===== config.mk =====
export PLATFORM = sky130hd
export DESIGN_NAME = bounded_deque_with_replace_flat
export DESIGN_NICKNAME = d
export VERILOG_FILES = /design/src/rtl/bdr_pkg.sv /design/src/rtl/bdr_if.sv /design/src/rtl/bdr_dpath.sv /design/src/rtl/bdr_ctrl.sv /design/src/rtl/bounded_deque_with_replace.sv /design/src/flat_wrapper.sv
export SDC_FILE = /design/constraint.sdc
export NUM_CORES = 1
export LEC_CHECK = 0
export ABC_AREA = 1
export BUFFER_PORTS_ARGS = -buffer_cell sky130_fd_sc_hd__buf_2
export CAP_MARGIN = 40
export CORE_MARGIN = 2
export CORE_UTILIZATION = 56
export CTS_CLUSTER_SIZE = 12
export DETAILED_ROUTE_END_ITERATION = 10
export PLACE_DENSITY_LB_ADDON = 0.05
export SYNTH_ARGS = -nofsm -noshare
export SYNTH_HDL_FRONTEND = slang
export SYNTH_HIERARCHICAL = 1
export SYNTH_SLANG_ARGS = --single-unit

===== constraint.sdc =====
create_clock -name clock -period 5.1 [get_ports clock]
set_clock_uncertainty 0.1 [all_clocks]
set_input_delay 0.51 -clock clock [delete_from_list [all_inputs] [get_ports clock]]
set_output_delay 0.51 -clock clock [all_outputs]
set_load 0.02 [all_outputs]

===== src/rtl/bdr_pkg.sv =====
package bdr_pkg;

   localparam int DEPTH_DEFAULT = 16;
   localparam int DATA_W        = 32;
   localparam int CMD_W         = 3;
   localparam int STATUS_W      = 2;

   typedef enum logic [CMD_W-1:0] {
      CMD_PUSH_FRONT = 3'd0,
      CMD_PUSH_BACK  = 3'd1,
      CMD_POP_FRONT  = 3'd2,
      CMD_POP_BACK   = 3'd3,
      CMD_REPLACE    = 3'd4,
      CMD_DUMP       = 3'd5
   } cmd_type;

   typedef enum logic [STATUS_W-1:0] {
      STAT_OK       = 2'd0,
      STAT_EMPTY    = 2'd1,
      STAT_NOTFOUND = 2'd2,
      STAT_FULL     = 2'd3
   } status_type;

   typedef enum logic [2:0] {
      CS_IDLE,
      CS_READ,
      CS_POP,
      CS_MATCH,
      CS_DUMP
   } ctl_state_type;

   typedef enum logic [2:0] {
      ADDR_FRONT_PREV,
      ADDR_TAIL,
      ADDR_FRONT,
      ADDR_LAST,
      ADDR_SCAN
   } addr_sel_type;

   typedef enum logic [1:0] {
      PTR_HOLD,
      PTR_INC,
      PTR_DEC
   } ptr_op_type;

   typedef enum logic {
      WR_VALUE,
      WR_NEW
   } wr_src_type;

   typedef enum logic [1:0] {
      OUT_VALUE,
      OUT_READ,
      OUT_NEW,
      OUT_ZERO
   } out_src_type;

   typedef struct packed {
      logic         latch;
      logic         mem_wr;
      wr_src_type   wr_src;
      addr_sel_type addr_sel;
      logic         rd_en;
      ptr_op_type   front_op;
      ptr_op_type   occ_op;
      logic         scan_init;
      logic         scan_step;
      logic         out_load;
      out_src_type  out_src;
      status_type   out_status;
      logic         out_last;
   } dp_ctl_type;

   typedef struct packed {
      logic full;
      logic empty;
      logic match;
      logic scan_last;
      logic out_free;
   } dp_sts_type;

endpackage


===== src/rtl/bdr_if.sv =====
interface bdr_req_if;
   logic                                valid;
   logic                                ready;
   logic [bdr_pkg::CMD_W-1:0]           cmd;
   logic signed [bdr_pkg::DATA_W-1:0]   value;
   logic signed [bdr_pkg::DATA_W-1:0]   new_value;

   modport source (output valid, output cmd, output value, output new_value, input ready);
   modport sink   (input valid, input cmd, input value, input new_value, output ready);
endinterface

interface bdr_rsp_if;
   logic                                valid;
   logic                                ready;
   logic [bdr_pkg::STATUS_W-1:0]        status;
   logic signed [bdr_pkg::DATA_W-1:0]   data;
   logic                                last;

   modport source (output valid, output status, output data, output last, input ready);
   modport sink   (input valid, input status, input data, input last, output ready);
endinterface


===== src/rtl/bdr_dpath.sv =====
module bdr_dpath #(
   parameter int DEPTH = bdr_pkg::DEPTH_DEFAULT
) (
   input  logic                              clock,
   input  logic                              reset,
   input  bdr_pkg::dp_ctl_type               ctl,
   output bdr_pkg::dp_sts_type               sts,
   input  logic signed [bdr_pkg::DATA_W-1:0] req_value,
   input  logic signed [bdr_pkg::DATA_W-1:0] req_new_value,
   output logic                              rsp_valid,
   input  logic                              rsp_ready,
   output logic [bdr_pkg::STATUS_W-1:0]      rsp_status,
   output logic signed [bdr_pkg::DATA_W-1:0] rsp_data,
   output logic                              rsp_last
);
   import bdr_pkg::*;

   localparam int IDX_W = $clog2(DEPTH);
   localparam int CNT_W = $clog2(DEPTH + 1);
   localparam logic [IDX_W-1:0] IDX_MAX = IDX_W'(DEPTH - 1);
   localparam logic [CNT_W-1:0] CNT_FULL = CNT_W'(DEPTH);
   localparam logic [CNT_W:0]   DEPTH_S  = (CNT_W + 1)'(DEPTH);

   logic [DATA_W-1:0] mem [DEPTH];

   logic [IDX_W-1:0]  front_ff, front_in;
   logic [CNT_W-1:0]  occ_ff, occ_in;
   logic [IDX_W-1:0]  pos_ff;
   logic [CNT_W-1:0]  rem_ff;
   logic [DATA_W-1:0] key_ff, nval_ff, rd_ff;
   logic              out_valid_ff;
   logic [STATUS_W-1:0] out_status_ff;
   logic [DATA_W-1:0] out_data_ff;
   logic              out_last_ff;

   logic [CNT_W:0]    tail_sum;
   logic [IDX_W-1:0]  tail, last_idx, front_prev, front_next, pos_next, addr;
   logic [DATA_W-1:0] wr_data, out_data_in;
   logic              out_free;

   always_comb begin
      tail_sum   = (CNT_W + 1)'(front_ff) + (CNT_W + 1)'(occ_ff);
      tail       = (tail_sum >= DEPTH_S) ? IDX_W'(tail_sum - DEPTH_S) : IDX_W'(tail_sum);
      last_idx   = (tail == '0) ? IDX_MAX : tail - 1'b1;
      front_prev = (front_ff == '0) ? IDX_MAX : front_ff - 1'b1;
      front_next = (front_ff == IDX_MAX) ? '0 : front_ff + 1'b1;
      pos_next   = (pos_ff == IDX_MAX) ? '0 : pos_ff + 1'b1;
   end

   always_comb begin
      case (ctl.addr_sel)
         ADDR_FRONT_PREV: addr = front_prev;
         ADDR_TAIL:       addr = tail;
         ADDR_FRONT:      addr = front_ff;
         ADDR_LAST:       addr = last_idx;
         ADDR_SCAN:       addr = pos_ff;
         default:         addr = pos_ff;
      endcase
   end

   assign wr_data = (ctl.wr_src == WR_NEW) ? nval_ff : req_value;

   always_ff @(posedge clock) begin
      if (ctl.mem_wr) begin
         mem[addr] <= wr_data;
      end
      if (ctl.rd_en) begin
         rd_ff <= mem[addr];
      end
   end

   always_comb begin
      case (ctl.front_op)
         PTR_INC: front_in = front_next;
         PTR_DEC: front_in = front_prev;
         default: front_in = front_ff;
      endcase
      case (ctl.occ_op)
         PTR_INC: occ_in = occ_ff + 1'b1;
         PTR_DEC: occ_in = occ_ff - 1'b1;
         default: occ_in = occ_ff;
      endcase
   end

   always_ff @(posedge clock) begin
      if (reset) begin
         front_ff <= '0;
         occ_ff   <= '0;
      end else begin
         front_ff <= front_in;
         occ_ff   <= occ_in;
      end
   end

   // scan walks the ring from the front; rem counts entries still to visit
   always_ff @(posedge clock) begin
      if (ctl.latch) begin
         key_ff  <= req_value;
         nval_ff <= req_new_value;
      end
      if (ctl.scan_init) begin
         pos_ff <= front_ff;
         rem_ff <= occ_ff;
      end else if (ctl.scan_step) begin
         pos_ff <= pos_next;
         rem_ff <= rem_ff - 1'b1;
      end
   end

   always_comb begin
      case (ctl.out_src)
         OUT_VALUE: out_data_in = req_value;
         OUT_READ:  out_data_in = rd_ff;
         OUT_NEW:   out_data_in = nval_ff;
         default:   out_data_in = '0;
      endcase
   end

   assign out_free = !out_valid_ff || rsp_ready;

   always_ff @(posedge clock) begin
      if (reset) begin
         out_valid_ff <= 1'b0;
      end else if (ctl.out_load) begin
         out_valid_ff <= 1'b1;
      end else if (rsp_ready) begin
         out_valid_ff <= 1'b0;
      end
   end

   always_ff @(posedge clock) begin
      if (ctl.out_load) begin
         out_status_ff <= ctl.out_status;
         out_data_ff   <= out_data_in;
         out_last_ff   <= ctl.out_last;
      end
   end

   assign sts.full      = (occ_ff == CNT_FULL);
   assign sts.empty     = (occ_ff == '0);
   assign sts.match     = (rd_ff == key_ff);
   assign sts.scan_last = (rem_ff == CNT_W'(1));
   assign sts.out_free  = out_free;

   assign rsp_valid  = out_valid_ff;
   assign rsp_status = out_status_ff;
   assign rsp_data   = out_data_ff;
   assign rsp_last   = out_last_ff;

   a_occ_bound: assert property (@(posedge clock) disable iff (reset)
      occ_ff <= CNT_FULL) else $error("occupancy beyond depth");

   a_front_bound: assert property (@(posedge clock) disable iff (reset)
      front_ff <= IDX_MAX) else $error("front index out of ring");

   a_no_overwrite: assert property (@(posedge clock) disable iff (reset)
      ctl.out_load |-> out_free) else $error("result beat overwritten before taken");

   a_push_room: assert property (@(posedge clock) disable iff (reset)
      (ctl.mem_wr && ctl.wr_src == WR_VALUE) |-> occ_ff != CNT_FULL)
      else $error("push written into full queue");

   a_occ_step: assert property (@(posedge clock) disable iff (reset)
      !$past(reset) && occ_ff != $past(occ_ff) |->
         (occ_ff == $past(occ_ff) + 1'b1) || (occ_ff == $past(occ_ff) - 1'b1))
      else $error("occupancy jumped");

endmodule


===== src/rtl/bdr_ctrl.sv =====
module bdr_ctrl (
   input  logic                       clock,
   input  logic                       reset,
   input  logic                       req_valid,
   input  logic [bdr_pkg::CMD_W-1:0]  req_cmd,
   output logic                       req_ready,
   input  bdr_pkg::dp_sts_type        sts,
   output bdr_pkg::dp_ctl_type        ctl
);
   import bdr_pkg::*;

   ctl_state_type state_ff, state_in;
   cmd_type       op_ff, op_in;
   cmd_type       cmd;
   logic          fire;

   assign cmd = cmd_type'(req_cmd);

   always_ff @(posedge clock) begin
      if (reset) begin
         state_ff <= CS_IDLE;
      end else begin
         state_ff <= state_in;
      end
   end

   always_ff @(posedge clock) begin
      op_ff <= op_in;
   end

   always_comb begin
      state_in       = state_ff;
      op_in          = op_ff;
      req_ready      = 1'b0;
      fire           = 1'b0;
      ctl.latch      = 1'b0;
      ctl.mem_wr     = 1'b0;
      ctl.wr_src     = WR_VALUE;
      ctl.addr_sel   = ADDR_SCAN;
      ctl.rd_en      = 1'b0;
      ctl.front_op   = PTR_HOLD;
      ctl.occ_op     = PTR_HOLD;
      ctl.scan_init  = 1'b0;
      ctl.scan_step  = 1'b0;
      ctl.out_load   = 1'b0;
      ctl.out_src    = OUT_ZERO;
      ctl.out_status = STAT_OK;
      ctl.out_last   = 1'b1;

      case (state_ff)
         CS_IDLE: begin
            req_ready = sts.out_free;
            fire      = req_valid && sts.out_free;
            if (fire) begin
               ctl.latch = 1'b1;
               op_in     = cmd;
               case (cmd)
                  CMD_PUSH_FRONT, CMD_PUSH_BACK: begin
                     ctl.out_load = 1'b1;
                     if (sts.full) begin
                        ctl.out_status = STAT_FULL;
                     end else begin
                        ctl.mem_wr   = 1'b1;
                        ctl.addr_sel = (cmd == CMD_PUSH_FRONT) ? ADDR_FRONT_PREV : ADDR_TAIL;
                        ctl.front_op = (cmd == CMD_PUSH_FRONT) ? PTR_DEC : PTR_HOLD;
                        ctl.occ_op   = PTR_INC;
                        ctl.out_src  = OUT_VALUE;
                     end
                  end
                  CMD_POP_FRONT, CMD_POP_BACK: begin
                     if (sts.empty) begin
                        ctl.out_load   = 1'b1;
                        ctl.out_status = STAT_EMPTY;
                     end else begin
                        ctl.rd_en    = 1'b1;
                        ctl.addr_sel = (cmd == CMD_POP_FRONT) ? ADDR_FRONT : ADDR_LAST;
                        ctl.front_op = (cmd == CMD_POP_FRONT) ? PTR_INC : PTR_HOLD;
                        ctl.occ_op   = PTR_DEC;
                        state_in     = CS_POP;
                     end
                  end
                  CMD_REPLACE, CMD_DUMP: begin
                     if (sts.empty) begin
                        ctl.out_load   = 1'b1;
                        ctl.out_status = (cmd == CMD_REPLACE) ? STAT_NOTFOUND : STAT_EMPTY;
                     end else begin
                        ctl.scan_init = 1'b1;
                        state_in      = CS_READ;
                     end
                  end
                  default: begin
                     // undefined codes are dropped without a beat
                  end
               endcase
            end
         end
         CS_READ: begin
            ctl.rd_en    = 1'b1;
            ctl.addr_sel = ADDR_SCAN;
            state_in     = (op_ff == CMD_REPLACE) ? CS_MATCH : CS_DUMP;
         end
         CS_POP: begin
            if (sts.out_free) begin
               ctl.out_load = 1'b1;
               ctl.out_src  = OUT_READ;
               state_in     = CS_IDLE;
            end
         end
         CS_MATCH: begin
            if (sts.match) begin
               if (sts.out_free) begin
                  ctl.mem_wr   = 1'b1;
                  ctl.wr_src   = WR_NEW;
                  ctl.addr_sel = ADDR_SCAN;
                  ctl.out_load = 1'b1;
                  ctl.out_src  = OUT_NEW;
                  state_in     = CS_IDLE;
               end
            end else if (sts.scan_last) begin
               if (sts.out_free) begin
                  ctl.out_load   = 1'b1;
                  ctl.out_status = STAT_NOTFOUND;
                  state_in       = CS_IDLE;
               end
            end else begin
               ctl.scan_step = 1'b1;
               state_in      = CS_READ;
            end
         end
         CS_DUMP: begin
            if (sts.out_free) begin
               ctl.out_load = 1'b1;
               ctl.out_src  = OUT_READ;
               ctl.out_last = sts.scan_last;
               if (sts.scan_last) begin
                  state_in = CS_IDLE;
               end else begin
                  ctl.scan_step = 1'b1;
                  state_in      = CS_READ;
               end
            end
         end
         default: begin
            state_in = CS_IDLE;
         end
      endcase
   end

   a_ready_idle: assert property (@(posedge clock) disable iff (reset)
      req_ready |-> state_ff == CS_IDLE) else $error("command taken while busy");

   a_scan_read: assert property (@(posedge clock) disable iff (reset)
      state_ff == CS_READ |=> (state_ff == CS_MATCH || state_ff == CS_DUMP))
      else $error("scan read not followed by check");

   a_dump_last: assert property (@(posedge clock) disable iff (reset)
      (state_ff == CS_DUMP && ctl.out_load && ctl.out_last) |=> state_ff == CS_IDLE)
      else $error("dump kept going after last beat");

endmodule


===== src/rtl/bounded_deque_with_replace.sv =====
// Channel  Dir  Beat carries                       Accepted when
// req_bus  in   cmd, value, new_value              req_bus.valid && req_bus.ready
// rsp_bus  out  status, data, last                 rsp_bus.valid && rsp_bus.ready
//
// Push, unknown codes and any command refused on an empty or full queue end in the
// accepting state. Pop reads there and returns from CS_POP. Replace and Dump read
// each entry from the front in CS_READ, then compare it in CS_MATCH or return it in
// CS_DUMP, since the entry memory has a single registered read port.
// Synchronous reset empties the queue; entries are undefined until written.
// A stalled result holds its register; a new command is taken once it drains.
module bounded_deque_with_replace #(
   parameter int DEPTH = bdr_pkg::DEPTH_DEFAULT
) (
   input  logic      clock,
   input  logic      reset,
   bdr_req_if.sink   req_bus,
   bdr_rsp_if.source rsp_bus
);
   import bdr_pkg::*;

   dp_ctl_type ctl;
   dp_sts_type sts;

   bdr_ctrl u_ctrl (
      .clock     (clock),
      .reset     (reset),
      .req_valid (req_bus.valid),
      .req_cmd   (req_bus.cmd),
      .req_ready (req_bus.ready),
      .sts       (sts),
      .ctl       (ctl)
   );

   bdr_dpath #(
      .DEPTH (DEPTH)
   ) u_dpath (
      .clock         (clock),
      .reset         (reset),
      .ctl           (ctl),
      .sts           (sts),
      .req_value     (req_bus.value),
      .req_new_value (req_bus.new_value),
      .rsp_valid     (rsp_bus.valid),
      .rsp_ready     (rsp_bus.ready),
      .rsp_status    (rsp_bus.status),
      .rsp_data      (rsp_bus.data),
      .rsp_last      (rsp_bus.last)
   );

endmodule

===== src/flat_wrapper.sv =====
// flat-port wrapper written by rule: the top's interface ports become plain ports
module bounded_deque_with_replace_flat import bdr_pkg::*;
#(
   parameter int DEPTH = bdr_pkg::DEPTH_DEFAULT
)
  (clock, reset, req_bus_valid, req_bus_cmd, req_bus_value, req_bus_new_value, req_bus_ready, rsp_bus_valid, rsp_bus_status, rsp_bus_data, rsp_bus_last, rsp_bus_ready);
  bdr_req_if req_bus_i ();
  bdr_rsp_if rsp_bus_i ();
  input  logic clock;
  input  logic reset;
  input wire logic [$bits(req_bus_i.valid)-1:0] req_bus_valid;
  input wire logic [$bits(req_bus_i.cmd)-1:0] req_bus_cmd;
  input wire logic [$bits(req_bus_i.value)-1:0] req_bus_value;
  input wire logic [$bits(req_bus_i.new_value)-1:0] req_bus_new_value;
  output wire logic [$bits(req_bus_i.ready)-1:0] req_bus_ready;
  output wire logic [$bits(rsp_bus_i.valid)-1:0] rsp_bus_valid;
  output wire logic [$bits(rsp_bus_i.status)-1:0] rsp_bus_status;
  output wire logic [$bits(rsp_bus_i.data)-1:0] rsp_bus_data;
  output wire logic [$bits(rsp_bus_i.last)-1:0] rsp_bus_last;
  input wire logic [$bits(rsp_bus_i.ready)-1:0] rsp_bus_ready;
  assign req_bus_i.valid = req_bus_valid;
  assign req_bus_i.cmd = req_bus_cmd;
  assign req_bus_i.value = req_bus_value;
  assign req_bus_i.new_value = req_bus_new_value;
  assign req_bus_ready = req_bus_i.ready;
  assign rsp_bus_valid = rsp_bus_i.valid;
  assign rsp_bus_status = rsp_bus_i.status;
  assign rsp_bus_data = rsp_bus_i.data;
  assign rsp_bus_last = rsp_bus_i.last;
  assign rsp_bus_i.ready = rsp_bus_ready;
  bounded_deque_with_replace #(.DEPTH(DEPTH)) u_core (.clock(clock), .reset(reset), .req_bus(req_bus_i), .rsp_bus(rsp_bus_i));
endmodule

==> results.md <==
- Synthesized Nets: 2,896
- Fillers: 4,129
- Layout area overhead: 13.66%
- Synth cell types: 46
- Rows: 84
- Worst slew margin: 38.24%
- Clk_lat worst skew: 620 ps
- RSZ-0062 raised after global routing: no
- Worst Tran Pin Value: 926.4 ps
- Post-route DRC: 0
- Final Net Count: 3,014
- Port Buffer Count: 107
- Post-synthesis sequential area ratio: 67.73%
- Finish-stage setup viols: 0
- ANT nets after route: 0
- Part of the cycle the worst path needs: 86.15%
- Top-level I/O count: 108
- Pin count of the biggest net entering global routing: 179
- Gr usage total: 29.82%
- Crit path max fanout: 19
- Core Area: 0.05224 mm^2
- Die width: 233.2 um
- Top area cells in the synthesized netlist: edfxtp_1 67%, nand2_1 17%, nand3_1 5.2%, buf_2 1.3%, inv_1 1.1%
- Mapped Area: 0.02943 mm^2
- CP Capture Type: flip-flop
- DR vias: 20,920
- Register bit total from synthesis: 668
- Setup TNS: 0 ps
- Pwr dens: 394.2 mW/mm^2
- Vias in the first global route: 20,000
- Die H: 233.2 um
- Area leader, netlist: edfxtp_1
- Crit path kind: reg2reg
- Worst EP required: 5320 ps
- Max-slew violation count: 0
- Share of the synthesized area in the top cell type: 66.84%
- Mean area per synthesized cell: 10.48 um^2
- Detailed Route Iter0 Violations: 2,135
- CTS H-Tree Depth: 3
- Maxcap violations: 0
- Max Clk Rate: 227.6 MHz
- Global-route wire length before repair: 121.2 mm
- Number of synthesized flops with an enable pin: 655
- Postcts setup bufs: 0
- Worst-path clk slew: 60 ps
- Initial antenna violation count: 5
- Ys Warns: 6
- Power Total: 13,190 uW
- Die area: 0.05440 mm^2
- Count leader, synth: nand2_1
- Worst hold path class: in2reg
- CTS tree: built
- Maximum VDD drop: 0.3354 mV
- Clock Sinks: 668
- TritonCTS Buffers: 73
- Leakage Power: 0.01358 uW
- Ys flop type: edfxtp_1
- Synth Instances: 2,807
- Vias per inst: 5.709
- Root buffer cell: clkbuf_16
- Multi-input gate area: 0.008603 mm^2
- Crit path arrival time: 4610 ps
- Final WL: 80.05 mm
- Hold Vio Cnt, Final: 0
- Layout cell share with drive strength beyond 1: 11.19%
- Initial DRT Pass Iterations: 6
- Initial Util: 56.33%
- CTS Buffer Depth: 3
- Routability congestion estimate: 0.8794
- Synth top cells by count: 1,304 x nand2_1, 655 x edfxtp_1, 304 x nand3_1, 86 x inv_1, 74 x buf_2
- Avg WL per Cell: 21.84 um
- Placed wire-length estimate: 47.04 mm
- Minimum clock period after layout: 4393 ps
- Run status: complete, no violations
- Fraction of registers with async set/reset: 0%
- Overflow after GRT: 0
- FF/Latch Area: 0.01993 mm^2
- Startpoint Class: flip-flop
[per-layer routing]
layer	up-vias	track usage, %	share of wire (%)
li1	9708	-	-
met5	-	0	0
met1	10150	43.33	43
met3	118	4.065	8.3
met2	949	47.31	47
met4	0	8.639	2.2
[where the power goes]
part	internal, uW	total, uW	switching [uW]
registers	6270	6350	80.1
logic	547	2010	1460
clock network	2740	4820	2080
[area by class of cell]
class,instances,share of cell area (%)
sequential,668,59.59
multi-input combinational,1887,25.72
clock inverter,26,0.4901
tap,688,2.574
antenna,1,0.007482
clock buffer,100,5.888
timing repair buffer,199,4.646
inverter,96,1.085
[path summary, 6_finish.rpt]
kind	end	from	cells past startpoint	slack (ps)
setup / recovery	u_core/u_dpath/mem[0][25]	u_core/u_dpath/occ_ff[1]	19	710
hold reg to reg	u_core/u_dpath/occ_ff[0]	u_core/u_dpath/occ_ff[0]	2	420
hold / removal	u_core/u_dpath/key_ff[20]	req_bus_value[20]	1	30
setup reg to reg	u_core/u_dpath/mem[0][25]	u_core/u_dpath/occ_ff[1]	19	710
[registers in the layout, indices dropped and copies added, names as in the netlist]
| name | count |
|---|---|
| u_core/u_dpath/pos_ff | 4 |
| u_core/u_dpath/key_ff | 32 |
| u_core/u_dpath/rem_ff | 5 |
| u_core/u_dpath/rsp_valid | 1 |
| u_core/u_dpath/rsp_status | 2 |
| u_core/u_dpath/front_ff | 4 |
| u_core/u_ctrl/op_ff | 3 |
| u_core/u_dpath/rsp_data | 32 |
| u_core/u_dpath/mem | 512 |
| u_core/u_dpath/occ_ff | 5 |
| u_core/u_dpath/rd_ff | 32 |
| u_core/u_dpath/rsp_last | 1 |
| u_core/u_ctrl/state_ff | 3 |
| u_core/u_dpath/nval_ff | 32 |
[placed cells by master (no fill, tap or decap), drive strengths merged, types with 16 or more instances in the layout]
cell,instances
buf,163
clkinv,24
edfxtp,655
dlygate4sd3,36
ha,16
nand3,304
a21oi,26
xor2,22
inv,97
nand2,1309
clkbuf,100
o21ai,26
nor2,68
o211ai,24
mux2,23
[metrics by stage]
stage               setup WS [ps]  utilization, %  hold slack, ps  cell area (um^2)  cells
detailed placement          787.2           59.25           408.9             30950   3502
global placement            821.0           59.14           391.7             30890   3499
global route                282.4           64.02           11.45             33440   3664
CTS                         778.7           64.02          0.4298             33440   3664
floorplan                   124.7               -           374.7             29430   2807
finish                      706.6           64.03           27.92             33450   3665
[logic make-up after synthesis]
group / count (synthesis) / synth area share [%]
AND/OR/NAND/NOR: 1716 / 23.76
flip-flops: 668 / 67.73
buffers and inverters: 252 / 3.708
AO/OA/AOI/OAI: 101 / 2.220
XOR/XNOR: 29 / 0.8887
multiplexers: 23 / 0.8802
adder cells (fa/ha/maj): 18 / 0.8164
[worst max-delay path, cell delays in order, from the launching register on]
cell and delay (ps):
dfxtp_1 450, inv_1 110, nand4_1 140, nor2_1 110, nand3_1 110, nand2_1 60
inv_1 80, nand3_1 70, nor3_1 270, inv_1 160, nand2_1 130, inv_1 70
nand2_1 70, nand3_1 90, nor2_1 260, nand2_1 150, o21ai_4 290, nand2_1 400
nor2_4 650, buf_4 310
[timing repair]
| action | in CTS | in global routing |
|---|---|---|
| endpoints found under the setup margin | 0 | 0 |
| hold buffers | 36 | 0 |
| endpoints found under the hold margin | 36 | 0 |
| gates resized for setup | 0 | 0 |
Power figures use the tool's default switching activity.
